<file path="src/hdl/fchk_pkg.sv">
// ----------------------------------------------------------------------------
// fchk_pkg: shared types and constants of the frame checker
// Register indexes, status codes, header layout and the channel structs.
// ----------------------------------------------------------------------------
package fchk_pkg;

  // header layout
  localparam int unsigned HEADER_BYTES = 16;

  // byte counter of one frame, saturating
  localparam int unsigned POS_W = 17;
  localparam logic [POS_W-1:0] POS_MAX = {POS_W{1'b1}};

  // crc-32, reflected form
  localparam logic [31:0] CRC_POLY = 32'hEDB8_8320;
  localparam logic [31:0] CRC_INIT = 32'hFFFF_FFFF;

  // configuration register indexes
  localparam int unsigned CFG_IDX_W = 8;
  localparam logic [CFG_IDX_W-1:0] CFG_EXPECTED_MAGIC   = 8'd0;
  localparam logic [CFG_IDX_W-1:0] CFG_EXPECTED_VERSION = 8'd1;
  localparam logic [CFG_IDX_W-1:0] CFG_EXPECTED_TYPE    = 8'd2;
  localparam logic [CFG_IDX_W-1:0] CFG_MAX_PAYLOAD      = 8'd3;

  // register reset values
  localparam logic [31:0] RST_MAGIC       = 32'd0;
  localparam logic [7:0]  RST_VERSION     = 8'd1;
  localparam logic [7:0]  RST_TYPE        = 8'd1;
  localparam logic [15:0] RST_MAX_PAYLOAD = 16'd4096;

  // result item kinds
  localparam logic KIND_PAYLOAD = 1'b0;
  localparam logic KIND_STATUS  = 1'b1;

  // frame status codes
  localparam logic [1:0] STATUS_OK      = 2'd0;
  localparam logic [1:0] STATUS_BAD_HDR = 2'd1;
  localparam logic [1:0] STATUS_BAD_CRC = 2'd2;

  typedef struct packed {
    logic [31:0] magic;
    logic [7:0]  version;
    logic [7:0]  frame_type;
    logic [15:0] max_payload;
  } fchk_cfg_t;

  typedef struct packed {
    logic        item_kind;
    logic [7:0]  payload_byte;
    logic [1:0]  frame_status;
    logic [15:0] payload_length;
  } fchk_result_t;

endpackage

</file>
<file path="src/hdl/fchk_frame_state.sv">
// ----------------------------------------------------------------------------
// fchk_frame_state: per-frame state and byte processing
// Tracks the header fields, the running crc and the received crc, and forms
// the result item for each byte in a single pass.
// ----------------------------------------------------------------------------
module fchk_frame_state
  import fchk_pkg::*;
(
  input  logic         clk,
  input  logic         rst_n,
  input  logic         step,
  input  logic [7:0]   rx_byte,
  input  logic         rx_end,
  input  fchk_cfg_t    cfg,
  output logic         res_valid,
  output fchk_result_t res
);

  localparam logic [POS_W-1:0] POS_VERSION = POS_W'(4);
  localparam logic [POS_W-1:0] POS_TYPE    = POS_W'(5);
  localparam logic [POS_W-1:0] POS_LEN_LO  = POS_W'(13);
  localparam logic [POS_W-1:0] POS_LEN_HI  = POS_W'(14);
  localparam logic [POS_W-1:0] HDR_LEN     = POS_W'(HEADER_BYTES);
  localparam logic [POS_W-1:0] CRC_LEN     = POS_W'(4);

  function automatic logic [31:0] crc_byte(input logic [31:0] crc_in, input logic [7:0] b);
    logic [31:0] c;
    c = crc_in ^ {24'd0, b};
    for (int k = 0; k < 8; k++) begin
      c = c[0] ? ((c >> 1) ^ CRC_POLY) : (c >> 1);
    end
    return c;
  endfunction

  logic [POS_W-1:0] pos_r, pos_nxt;
  logic [31:0]      crc_r, crc_nxt;
  logic [31:0]      magic_r, magic_nxt;
  logic [7:0]       ver_r, ver_nxt;
  logic [7:0]       typ_r, typ_nxt;
  logic [15:0]      len_r, len_nxt;
  logic [31:0]      crc_rx_r, crc_rx_nxt;
  logic             bad_r, bad_nxt;

  logic [POS_W-1:0] data_end;
  logic [POS_W-1:0] tail_off;
  logic             in_data;
  logic             in_tail;
  logic             is_payload;
  logic             hdr_bad;
  logic [1:0]       status;

  always_comb begin
    magic_nxt = magic_r;
    ver_nxt   = ver_r;
    typ_nxt   = typ_r;
    len_nxt   = len_r;
    // magic bytes little-endian in the first four positions
    if (pos_r[POS_W-1:2] == '0) begin
      magic_nxt = magic_r | ({24'd0, rx_byte} << {pos_r[1:0], 3'b000});
    end
    if (pos_r == POS_VERSION) ver_nxt = rx_byte;
    if (pos_r == POS_TYPE)    typ_nxt = rx_byte;
    if (pos_r == POS_LEN_LO)  len_nxt = {len_r[15:8], rx_byte};
    if (pos_r == POS_LEN_HI)  len_nxt = {rx_byte, len_r[7:0]};

    data_end   = HDR_LEN + {1'b0, len_nxt};
    in_data    = pos_r < data_end;
    tail_off   = pos_r - data_end;
    in_tail    = !in_data && (tail_off[POS_W-1:2] == '0);
    is_payload = in_data && (pos_r >= HDR_LEN);

    crc_nxt    = in_data ? crc_byte(crc_r, rx_byte) : crc_r;
    crc_rx_nxt = crc_rx_r;
    if (in_tail) begin
      crc_rx_nxt = crc_rx_r | ({24'd0, rx_byte} << {tail_off[1:0], 3'b000});
    end

    pos_nxt = pos_r;
    bad_nxt = bad_r;
    if (pos_r != POS_MAX) begin
      pos_nxt = pos_r + POS_W'(1);
    end else begin
      bad_nxt = 1'b1;
    end

    hdr_bad = bad_nxt
           || (magic_nxt != cfg.magic)
           || (ver_nxt != cfg.version)
           || (typ_nxt != cfg.frame_type)
           || (len_nxt > cfg.max_payload)
           || (pos_nxt != (data_end + CRC_LEN));
    if (hdr_bad) begin
      status = STATUS_BAD_HDR;
    end else if (~crc_nxt != crc_rx_nxt) begin
      status = STATUS_BAD_CRC;
    end else begin
      status = STATUS_OK;
    end

    res_valid          = rx_end || is_payload;
    res.item_kind      = rx_end ? KIND_STATUS : KIND_PAYLOAD;
    res.payload_byte   = rx_end ? 8'd0 : rx_byte;
    res.frame_status   = rx_end ? status : STATUS_OK;
    res.payload_length = len_nxt;
  end

  always_ff @(posedge clk) begin
    if (!rst_n || (step && rx_end)) begin
      pos_r    <= '0;
      crc_r    <= CRC_INIT;
      magic_r  <= '0;
      ver_r    <= '0;
      typ_r    <= '0;
      len_r    <= '0;
      crc_rx_r <= '0;
      bad_r    <= 1'b0;
    end else if (step) begin
      pos_r    <= pos_nxt;
      crc_r    <= crc_nxt;
      magic_r  <= magic_nxt;
      ver_r    <= ver_nxt;
      typ_r    <= typ_nxt;
      len_r    <= len_nxt;
      crc_rx_r <= crc_rx_nxt;
      bad_r    <= bad_nxt;
    end
  end

endmodule

</file>
<file path="src/hdl/frame_checker_crc32_core.sv">
// ----------------------------------------------------------------------------
// frame_checker_crc32_core: byte-serial frame checker with crc-32
// Checks header, length and trailing crc of a received frame and passes the
// image bytes on.
// ----------------------------------------------------------------------------
// Usage:
//   in_*   one frame byte per item, in_rx_end high on the final byte
//   out_*  one item per image byte (kind payload), and one status item on
//          the final byte of each frame (kind status)
//   cfg_*  register writes, always ready; write only while the block is idle
// Header, crc field and trailing bytes give no item of their own.
// Path: an accepted item is held in the input register, and its result is
// written into the output register, which drives out_valid.
// Throughput: one byte per cycle; the input register and output register
// each take a new item every cycle while out_ready is high. The byte-wide
// crc update and the status compare sit between these two registers.
// Stall: when out_ready is low the output item holds, the input register
// fills, and in_ready drops until the output is taken.
// Reset: frame state clears, registers take magic 0, version 1, type 1,
// max payload 4096. After each final byte the frame state clears again.
// ----------------------------------------------------------------------------
module frame_checker_crc32_core
  import fchk_pkg::*;
(
  input  logic                 clk,
  input  logic                 rst_n,
  // byte input channel
  input  logic                 in_valid,
  output logic                 in_ready,
  input  logic [7:0]           in_rx_byte,
  input  logic                 in_rx_end,
  // result channel
  output logic                 out_valid,
  input  logic                 out_ready,
  output logic                 out_item_kind,
  output logic [7:0]           out_payload_byte,
  output logic [1:0]           out_frame_status,
  output logic [15:0]          out_payload_length,
  // register write channel
  input  logic                 cfg_valid,
  output logic                 cfg_ready,
  input  logic [CFG_IDX_W-1:0] cfg_index,
  input  logic [31:0]          cfg_data
);

  // configuration registers
  fchk_cfg_t cfg_r;

  // input register
  logic       s1_valid_r;
  logic [7:0] s1_byte_r;
  logic       s1_end_r;

  // output register
  logic         out_valid_r;
  fchk_result_t out_r;

  logic         out_free;
  logic         s1_go;
  logic         in_acc;
  logic         res_valid;
  fchk_result_t res;

  assign cfg_ready = 1'b1;

  always_ff @(posedge clk) begin
    if (!rst_n) begin
      cfg_r.magic       <= RST_MAGIC;
      cfg_r.version     <= RST_VERSION;
      cfg_r.frame_type  <= RST_TYPE;
      cfg_r.max_payload <= RST_MAX_PAYLOAD;
    end else if (cfg_valid) begin
      case (cfg_index)
        CFG_EXPECTED_MAGIC:   cfg_r.magic       <= cfg_data;
        CFG_EXPECTED_VERSION: cfg_r.version     <= cfg_data[7:0];
        CFG_EXPECTED_TYPE:    cfg_r.frame_type  <= cfg_data[7:0];
        CFG_MAX_PAYLOAD:      cfg_r.max_payload <= cfg_data[15:0];
        default: ;  // unknown index: ignored
      endcase
    end
  end

  // the held byte moves on whenever the output register can take its result
  assign out_free = !out_valid_r || out_ready;
  assign s1_go    = s1_valid_r && out_free;
  assign in_ready = !s1_valid_r || out_free;
  assign in_acc   = in_valid && in_ready;

  always_ff @(posedge clk) begin
    if (!rst_n) begin
      s1_valid_r <= 1'b0;
    end else if (in_acc) begin
      s1_valid_r <= 1'b1;
    end else if (s1_go) begin
      s1_valid_r <= 1'b0;
    end
  end

  // payload of the input register, no reset needed
  always_ff @(posedge clk) begin
    if (in_acc) begin
      s1_byte_r <= in_rx_byte;
      s1_end_r  <= in_rx_end;
    end
  end

  // header tracking, crc and status for the held byte
  fchk_frame_state u_state (
    .clk       (clk),
    .rst_n     (rst_n),
    .step      (s1_go),
    .rx_byte   (s1_byte_r),
    .rx_end    (s1_end_r),
    .cfg       (cfg_r),
    .res_valid (res_valid),
    .res       (res)
  );

  always_ff @(posedge clk) begin
    if (!rst_n) begin
      out_valid_r <= 1'b0;
    end else if (s1_go) begin
      out_valid_r <= res_valid;
    end else if (out_ready) begin
      out_valid_r <= 1'b0;
    end
  end

  always_ff @(posedge clk) begin
    if (s1_go && res_valid) begin
      out_r <= res;
    end
  end

  assign out_valid          = out_valid_r;
  assign out_item_kind      = out_r.item_kind;
  assign out_payload_byte   = out_r.payload_byte;
  assign out_frame_status   = out_r.frame_status;
  assign out_payload_length = out_r.payload_length;

  // a status item carries no image byte
  assert property (@(posedge clk) disable iff (!rst_n)
    out_valid_r && (out_r.item_kind == KIND_STATUS) |-> out_r.payload_byte == 8'd0)
    else $error("status item with non-zero payload byte");

  // a payload item always reports ok status
  assert property (@(posedge clk) disable iff (!rst_n)
    out_valid_r && (out_r.item_kind == KIND_PAYLOAD) |-> out_r.frame_status == STATUS_OK)
    else $error("payload item with non-ok status");

  // status code is one of the defined ones
  assert property (@(posedge clk) disable iff (!rst_n)
    out_valid_r |-> (out_r.frame_status == STATUS_OK)
                 || (out_r.frame_status == STATUS_BAD_HDR)
                 || (out_r.frame_status == STATUS_BAD_CRC))
    else $error("undefined frame status");

  // a held byte waiting on a full output stays put
  assert property (@(posedge clk) disable iff (!rst_n)
    s1_valid_r && !s1_go |=> s1_valid_r && $stable(s1_byte_r) && $stable(s1_end_r))
    else $error("input register lost its byte while stalled");

endmodule
</file>
<file path="config.mk">
export PLATFORM = sky130hd
export DESIGN_NAME = frame_checker_crc32_core
export DESIGN_NICKNAME = d
export VERILOG_FILES = /design/src/hdl/fchk_pkg.sv /design/src/hdl/fchk_frame_state.sv /design/src/hdl/frame_checker_crc32_core.sv
export SDC_FILE = /design/constraint.sdc
export NUM_CORES = 1
export LEC_CHECK = 0
export ABC_CLOCK_PERIOD_IN_PS = 5800
export BUFFER_PORTS_ARGS = -buffer_cell sky130_fd_sc_hd__buf_2
export CAP_MARGIN = 5
export CORE_ASPECT_RATIO = 0.9
export CORE_MARGIN = 3
export CORE_UTILIZATION = 55
export DETAILED_ROUTE_END_ITERATION = 12
export PLACE_DENSITY_LB_ADDON = 0.25
export SLEW_MARGIN = 25
export SYNTH_ARGS = -nofsm -noshare
export SYNTH_HDL_FRONTEND = slang
export SYNTH_HIERARCHICAL = 1
export SYNTH_SLANG_ARGS = --single-unit
</file>
<file path="constraint.sdc">
create_clock -name clk -period 5.8 [get_ports clk]
set_input_delay 1.16 -clock clk [delete_from_list [all_inputs] [get_ports clk]]
set_output_delay 1.16 -clock clk [all_outputs]
set_load 0.005 [all_outputs]
</file>
### Yosys cells after proc, flatten, opt, wreduce, memory -nomap -nowiden

Index checks and enable logic that the tools add are counted.

* add/sub/neg operators: 4
* order comparisons: 3
* eq/ne operators: 13
* shifts and indexed selects: 2
* muxes and demuxes: 24
* bitwise operators: 13
* reduce and logical (&&, ||, !) cells: 29

Operators with widths (number)
* $mux W32: 11
* $not A13 Y14: 8
* $ne A32 B32 Y1: 2
* $or A32 B32 Y32: 2
* $shl A8 B5 Y32: 2
* $eq A17 B3 Y1 const B: 2
* $eq A17 B4 Y1 const B: 2
* $not A32 Y32: 1
* $xor A32 B8 Y32: 1
* $logic_not A15 Y1: 2
* $mux W8: 3
* $add A17 B1 Y17 const B: 1
* $add A17 B3 Y17 const B: 1
* $add A5 B16 Y17 const A: 1
* $ge A17 B5 Y1 const B: 1
* $lt A17 B17 Y1: 1
* $mux W17: 1
* $ne A17 B17 Y1: 1
* $ne A17 B17 Y1 const B: 1
* $sub A17 B17 Y17: 1
* $eq A8 B2 Y1 const B: 2
* $gt A16 B16 Y1: 1
* $mux W16: 1
* $ne A8 B8 Y1: 2
* other kinds (11): 37

* flip-flop bits (word level): 248
* input port bits: 54
* output and inout bits: 30
* word-level logic and storage cells: 109

### Longest topological paths before layout

Gate-level depths: netlist (run 1).

* depth in word-level cells: 22
* mapped depth: 29
* depth with buffers taken out: 26

### Cells and area by module

The synthesis (run 1) kept the hierarchy.

Modules (own cells, without submodules)
* fchk_frame_state: instances 1, cells an instance 1511, area an instance 11444.7 um2, sequential area each 2922.8 um2
* frame_checker_crc32_core: instances 1, cells an instance 299, area an instance 3708.6 um2, sequential area each 2402.3 um2

### Worst setup path before layout (run 1)

No wires, ideal clock.

* kind: flip-flop to flip-flop
* start: reg u_state.pos_r[0]
* end: reg out_r, in the netlist out_frame_status[1], data pin
* setup time: 273 ps
* data arrival time: 6120 ps
* required time: 5527 ps
* setup slack: -593 ps
* stages on the path, launching flop included: 29
* path buffers: 2
* period minus slack after synthesis: 6393 ps
* cells stage by stage: dfxtp_1 clkinv_1 ha_1 nor2b_1 nand2_1 nor2_4 mux2i_1 inv_1 ha_1 nand3_1 nor3_1 o22ai_2 nor3_1 xnor2_1 inv_1 ha_1 a21o_1 nor3_1 a21boi_1 nand3_1 nand2_1 buf_2 buf_2 mux2i_1 mux2i_1 and4_1 nand4_1 nor4_1 a311oi_1

RTL lines
* start: declaration: RTL line fchk_frame_state.sv:35 `logic [POS_W-1:0] pos_r, pos_nxt;`
* start signal: assignment: RTL line fchk_frame_state.sv:118 `pos_r <= pos_nxt;`
* end signal: assignment: RTL line frame_checker_crc32_core.sv:131 `out_r <= res;`
* end: declaration: RTL line frame_checker_crc32_core.sv:56 `fchk_result_t out_r;`

==> out/results.ini, run 1 <==
[synth]
synth_mux_area_share_pct = 7.81
synth_edf_count = 36
synthFlopType = dfxtp_1
yosysSeqAreaShare_pct = 35.1
synth.area.top_cells = dfxtp_1 (28%), edfxtp_1 (7.1%), mux2i_1 (6.6%)
synth-seq-cells = 248
synthSimpleGateAreaFrac_pct = 22.1
yosys-top-cells-count = nand2_1 (229), nor2_1 (229), dfxtp_1 (212)
async_flop_share_pct = 0
synth_compound_area_share_pct = 15.9
synth_cell_types = 97
synth_top_area_share_pct = 28.0
syn_area_um2 = 15200
avgSynthCellArea_um2 = 8.37
synth_nets = 1905
yosysTopAreaCell = dfxtp_1
yosysWarnings = 6
synth_top_family_by_area = simple AND/OR/NAND/NOR gates
synth_fa_ha_area_share_pct = 3.43
synth_xor_area_share_pct = 10.7
synth_cells = 1810

[clock_network]
cts_hold_buffers = 0
clkTransAtPathRegs_ps = 60
clockRootBuffer = clkbuf_16
clock_sinks = 248
cts.path.max_buffers = 3
cts_tree = built
clock_latency_ps = 560
cts_buffers = 27
cts_max_level = 1

[critical_path]
path_max_fanout = 8
worstPathArrival_ps = 5820
r2r_start = u_state/pos_r[15]$_SDFFE_PP0P_
r2r_cells = 24
required_ps = 6060
reg2reg_to = out_frame_status[1]$_DFFE_PP_
crit_path_end_kind = flop
critical_path_class = flop to flop
rrSetupSlack_ps = 240
critPathLaunchType = flop

[placed_design]
place.detailed.hpwl_um = 37700
portBuffers = 82
globalplace.congestion = 1.03
place_ws_ps = -81.1

[floorplanning]
start_util_pct = 57.1
io_pins = 84
die_area_um2 = 29600
die_w_um = 181
core-area_um2 = 26600
row_count = 56
die_h_um = 163

[drt]
vias = 14011
viasPerCell = 6.13
drcViolationCount = 0
wirelength_um = 50800
drt-initial-drc-count = 1687
dr.pass1.iters = 6
ant_nets = 0
routedWlPerCell_um = 22.2

[pwr]
p_leak_nw = 6.95
pwr_density_cell_nw_per_um2 = 294
vdd_ir_drop_max_mv = 0.265
power_mw = 5.11

[cells_and_area]
antenna_cells = 0
layout-drive-gt1-share_pct = 16.0
final_util_pct = 65.6
nets = 2010
syn_to_final_growth_pct = 14.9

[outcome]
status = finished clean

[sta]
slew_viol_final = 0
hold_ws_ps = 454
setup-violations-final = 0
slew_headroom_pct = 37.1
worst_slack_ps = 237
fmax_ghz = 0.180
worst_pin_slew_ps = 940
clock_skew_ps = 17.9
post-route-period-util_pct = 95.9
finalHoldViolations = 0
min_period_ps = 5560

[grt]
antenna_found_initial = 1
grt_max_degree = 93
grtUsageTotal_pct = 33.0
grt_pass1_vias = 13028
grt_overflow = 0
grt_pass1_wl_um = 76900

[min_path]
hold_end = u_state/typ_r[4]$_SDFFE_PP0P_
holdPathStages = 2
worstHoldStart = u_state/typ_r[4]$_SDFFE_PP0P_
min_path_type = flop to flop

[flow_run]
timing.max_cap.violations = 0

## sequential cells by signal, summed over array words and instances, names as in the netlist
name                flops
u_state/magic_r        32
out_frame_status        2
out_item_kind           1
cfg_r                  64
u_state/crc_r          32
out_payload_length     16
u_state/pos_r          17
s1_valid_r              1
u_state/len_r          16
u_state/typ_r           8
out_valid               1
s1_end_r                1
out_payload_byte        8
u_state/crc_rx_r       32
u_state/ver_r           8
s1_byte_r               8
u_state/bad_r           1
## what timing repair did
| action | CTS | global route |
|---|---|---|
| endpoints found under the hold margin | 0 | 0 |
| resized for setup | 5 | 48 |
| pin swaps | 1 | 17 |
| setup buffers | 1 | 11 |
| setup endpoints to repair | 1 | 1 |
| gates cloned | 0 | 1 |
## cells by family after synthesis
group,Yosys count
buffers and inverters,170
XOR/XNOR,177
flip-flops,248
AND/OR/NAND/NOR,694
other,1
AO/OA/AOI/OAI,363
adder cells (fa/ha/maj),41
multiplexers,116
## placed cells by master, fill, tap and decap left out, types with 22 or more instances in the layout
master	instances
a21oi_1	112
xnor2_1	99
dfxtp_1	211
ha_1	37
xor2_1	69
nand3_1	40
mux2i_1	94
edfxtp_1	36
buf_4	86
nor2_1	228
buf_2	83
a21o_1	22
o21ai_0	53
nand2_1	226
nand4_1	30
inv_1	64
clkbuf_16	27
## worst max-delay path by stage
stage / from / endpoint / slack [ps]
global placement: u_state/pos_r[9]$_SDFFE_PP0P_ / out_frame_status[1]$_DFFE_PP_ / 40
CTS: u_state/pos_r[9]$_SDFFE_PP0P_ / out_frame_status[1]$_DFFE_PP_ / 3
finish: u_state/pos_r[15]$_SDFFE_PP0P_ / out_frame_status[1]$_DFFE_PP_ / 240
detailed placement: u_state/pos_r[9]$_SDFFE_PP0P_ / out_frame_status[1]$_DFFE_PP_ / -80
global route: u_state/pos_r[15]$_SDFFE_PP0P_ / out_frame_status[1]$_DFFE_PP_ / -20
floorplan: u_state/pos_r[10]$_SDFFE_PP0P_ / out_frame_status[1]$_DFFE_PP_ / 20
## critical path: stages (launching register included)
cell and delay (ps):
dfxtp_1 340, nor4_4 360, nand4_4 180, nor2_4 230
mux2i_2 290, inv_2 60, ha_2 210, nand3_1 140
nor3_4 60, buf_4 140, a211o_1 280, and2_1 200
ha_2 180, a21o_1 180, a31o_2 260, a221oi_1 260
a21bo_2 290, xnor2_4 210, nor4b_4 260, buf_4 200
a41oi_1 170, xor2_1 190, nand3_1 130, nor4b_2 320
a311oi_1 130
## area by class of cell
cell class / instances / area [um^2]
multi-input combinational: 1392 / 9380
fill: 2231 / 9140
sequential: 248 / 5330
timing repair buffer: 175 / 1140
clock buffer: 32 / 704
tap: 348 / 435
inverter: 71 / 268
clock inverter: 18 / 163
## per-layer routing
layer  global-route usage, %  vias to the layer above  routed length (um)
li1                        -                     6571                   -
met1                    50.7                     6667               23500
met2                    47.9                      697               21000
met3                    6.55                       74                5280
met4                    6.96                        2                1020
met5                       0                        -                  14
## report_power, final
| group | internal, mW | switching [mW] | total (mW) |
|---|---|---|---|
| clock | 0.964 | 0.732 | 1.70 |
| sequential | 1.80 | 0.0608 | 1.86 |
| combinational | 0.609 | 0.950 | 1.56 |
## through the flow
step | setup TNS [ps] | instance area [um^2] | cells
6_report | 0 | 17400 | 2284
5_1_grt | -17.0 | 17400 | 2284
4_1_cts | 0 | 17100 | 2272
3_5_place_dp | -81.1 | 16200 | 2221
3_3_place_gp | 0 | 16200 | 2221
2_1_floorplan | 0 | 15200 | 1810
Power figures use the tool's default switching activity.
==> run 2: changes to the inputs <==
--- a/config.mk
+++ b/config.mk
@@ -12,7 +12,7 @@
 export CORE_MARGIN = 3
 export CORE_UTILIZATION = 55
 export DETAILED_ROUTE_END_ITERATION = 12
-export PLACE_DENSITY_LB_ADDON = 0.25
+export PLACE_DENSITY_LB_ADDON = 0.1
 export SLEW_MARGIN = 25
 export SYNTH_ARGS = -nofsm -noshare
 export SYNTH_HDL_FRONTEND = slang
==> run 2 against run 1 <==
Net effect: sequential cell count unchanged; critical path type unchanged; sequential share of layout area grew 0.20 points; register-to-register slack got worse by 60 ps; fmax down 1.1%; clock-buffer cell count up 6; utilization down 0.39 points; via count decreased by 0.58%; cell count down 0.26%.
==> out/results.ini, run 2 (same netlist as run 1, synthesis figures left out) <==
[outcome]
status = finished clean

[cells_and_area]
fin_area_um2 = 17300  ; -0.59%
largest-register = cfg_r
layout-drive-gt1-share_pct = 15.6  ; -0.36 points
syn_to_final_growth_pct = 14.3
largest_reg_flops = 64  ; unchanged
final_util_pct = 65.2  ; -0.39 points
nets = 2004  ; -0.30%
antenna_cells = 0  ; unchanged
mostFrequentLayoutCells = nor2_1 (228), nand2_1 (226), dfxtp_1 (209)
final_common_cell = nor2_1

[sta]
setup-violations-final = 0  ; unchanged
clock_skew_ps = 22.3  ; +4.33 ps
finalHoldViolations = 0  ; unchanged
hold_ws_ps = 451  ; -3.20 ps
slew_viol_final = 0  ; unchanged
min_period_ps = 5630  ; +64.1 ps
slew_headroom_pct = 34.3  ; -2.8 points
fmax_ghz = 0.178  ; -1.1%
worst_pin_slew_ps = 986  ; +46.1 ps
fin_tns_setup_ps = 0  ; unchanged
post-route-period-util_pct = 97.0  ; +1.1 points

[critical_path]
critPathLaunchType = flop
critPathSlowestCell = or4_4
critical_path_class = flop to flop
required_ps = 6070  ; about the same
slowest_delay_ps = 540  ; +180 ps
crit_path_cell_trace = nor4_4, nand4_4, buf_8, or4_4, o2bb2ai_2, or3_1, and2_1, inv_1, ha_1, a21oi_2, o21bai_1, a221oi_2, a21bo_2, xnor2_4, nor4b_4, buf_6, buf_4, a41oi_1, xor2_1, nand3_1, nor4b_2, a311oi_1
rrSetupSlack_ps = 170  ; -60 ps
reg2reg_to = out_frame_status[1]$_DFFE_PP_
r2r_start = u_state/pos_r[15]$_SDFFE_PP0P_
crit_path_end_kind = flop
worstPathArrival_ps = 5900  ; +80 ps
cp.buffers_inverters = 4  ; +1
r2r_cells = 22  ; -8.3%
startpoint = u_state/pos_r[15]$_SDFFE_PP0P_
path_max_fanout = 13  ; +5
worst_path_dominant_cell_family = simple AND/OR/NAND/NOR gates

[drt]
dr.pass1.iters = 6  ; unchanged
drt-initial-drc-count = 1435  ; -15%
drcViolationCount = 0  ; unchanged
ant_nets = 0  ; unchanged
wirelength_um = 50600  ; -0.39%
routedWlPerCell_um = 22.2  ; -0.13%
viasPerCell = 6.12  ; -0.32%
vias = 13930  ; -0.58%

[grt]
use_met1_pct = 49.9  ; -0.82 points
grt-busiest-layer = met1
grt_overflow = 0  ; unchanged
grt_pass1_wl_um = 76500  ; -0.43%
met3_usage_pct = 9.82  ; +3.3 points
grtUsageMet2_pct = 46.7  ; -1.2 points
grt_max_degree = 89  ; -4.3%
grt_pass1_vias = 12913  ; -0.88%
grtUsageTotal_pct = 33.1  ; +0.064 points
antenna_found_initial = 0  ; -1

[pwr]
pwr_density_cell_nw_per_um2 = 292  ; -0.46%
p_leak_nw = 6.93  ; -0.27%
vdd_ir_drop_max_mv = 0.296  ; +12%

[placed_design]
portBuffers = 82  ; unchanged
globalplace.congestion = 1.00  ; -2.7%
place.detailed.hpwl_um = 38000  ; +0.57%
placed_area_um2 = 16200  ; +0.12%

[floorplanning]
start_util_pct = 57.1  ; unchanged
io_pins = 84  ; unchanged
row_count = 56  ; unchanged
die_area_um2 = 29600  ; unchanged
core-area_um2 = 26600  ; unchanged
die_h_um = 163  ; unchanged
die_w_um = 181  ; unchanged

[min_path]
hold_end = u_state/typ_r[4]$_SDFFE_PP0P_
holdPathStages = 2  ; unchanged
worstHoldStart = u_state/typ_r[4]$_SDFFE_PP0P_
min_path_type = flop to flop

[flow_run]
timing.max_cap.violations = 0  ; unchanged

[clock_network]
clockRootBuffer = clkbuf_16
cts_buffers = 27  ; unchanged
cts_hold_buffers = 0  ; unchanged
cts.path.max_buffers = 3  ; unchanged
cts_max_level = 1  ; unchanged
cts_tree = built
clkTransAtPathRegs_ps = 70  ; about the same
clock_sinks = 248  ; unchanged
clock_latency_ps = 570  ; about the same

-- run 2: metal layers --
metal | share of wire, % | routed length [um]
met4 | 2.0 | 1000
met3 | 12 | 5920
met5 | 0 | 0
met1 | 46 | 23200
met2 | 40 | 20500
-- run 2: worst max path at each step --
| stage | endpoint | cells past startpoint | slack [ps] |
|---|---|---|---|
| floorplan | out_frame_status[1]$_DFFE_PP_ | 26 | 20 |
| global placement | out_frame_status[1]$_DFFE_PP_ | 25 | -30 |
| detailed placement | out_frame_status[1]$_DFFE_PP_ | 25 | -60 |
| CTS | out_frame_status[1]$_DFFE_PP_ | 21 | 50 |
| global route | out_frame_status[1]$_DFFE_PP_ | 25 | -40 |
| finish | out_frame_status[1]$_DFFE_PP_ | 22 | 170 |
-- run 2: power by group --
group	internal [mW]	total [mW]	switching, mW
Combinational	0.557	1.48	0.921
Clock	0.974	1.72	0.745
Sequential	1.80	1.86	0.0641
-- run 2: area by class of cell --
cell class	instances	area (um^2)
multi-input cells	1392	9330
fillers	2244	9240
flip-flops and latches	248	5330
repair buffers	169	1080
clock buffers	38	768
well taps	348	435
inverters	71	268
clock inverters	12	104
-- run 2: worst reg2reg max path, delay by kind of cell (launching register included) --
family	cells	cell delay (ps)
compound gates	7	1310
xor+xnor	2	410
simple gates	8	2400
fa+ha+maj	1	290
flops	1	340
buf+inv	4	610
-- run 2: through the flow --
step | setup slack (ps) | cells | total power [mW]
global placement | -30.6 | 2225 | 3.29
finish | 173 | 2278 | 5.06
floorplan | 19.1 | 1810 | 2.81
CTS | 47.5 | 2275 | 4.99
detailed placement | -64.7 | 2225 | 3.29
global route | -36.7 | 2278 | 5.23
-- run 2: repair_timing --
| item | 4_1_cts | 5_1_grt |
|---|---|---|
| setup buffers | 0 | 3 |
| resized for setup | 2 | 38 |
| setup endpoints to repair | 1 | 22 |
| pin swaps | 0 | 18 |
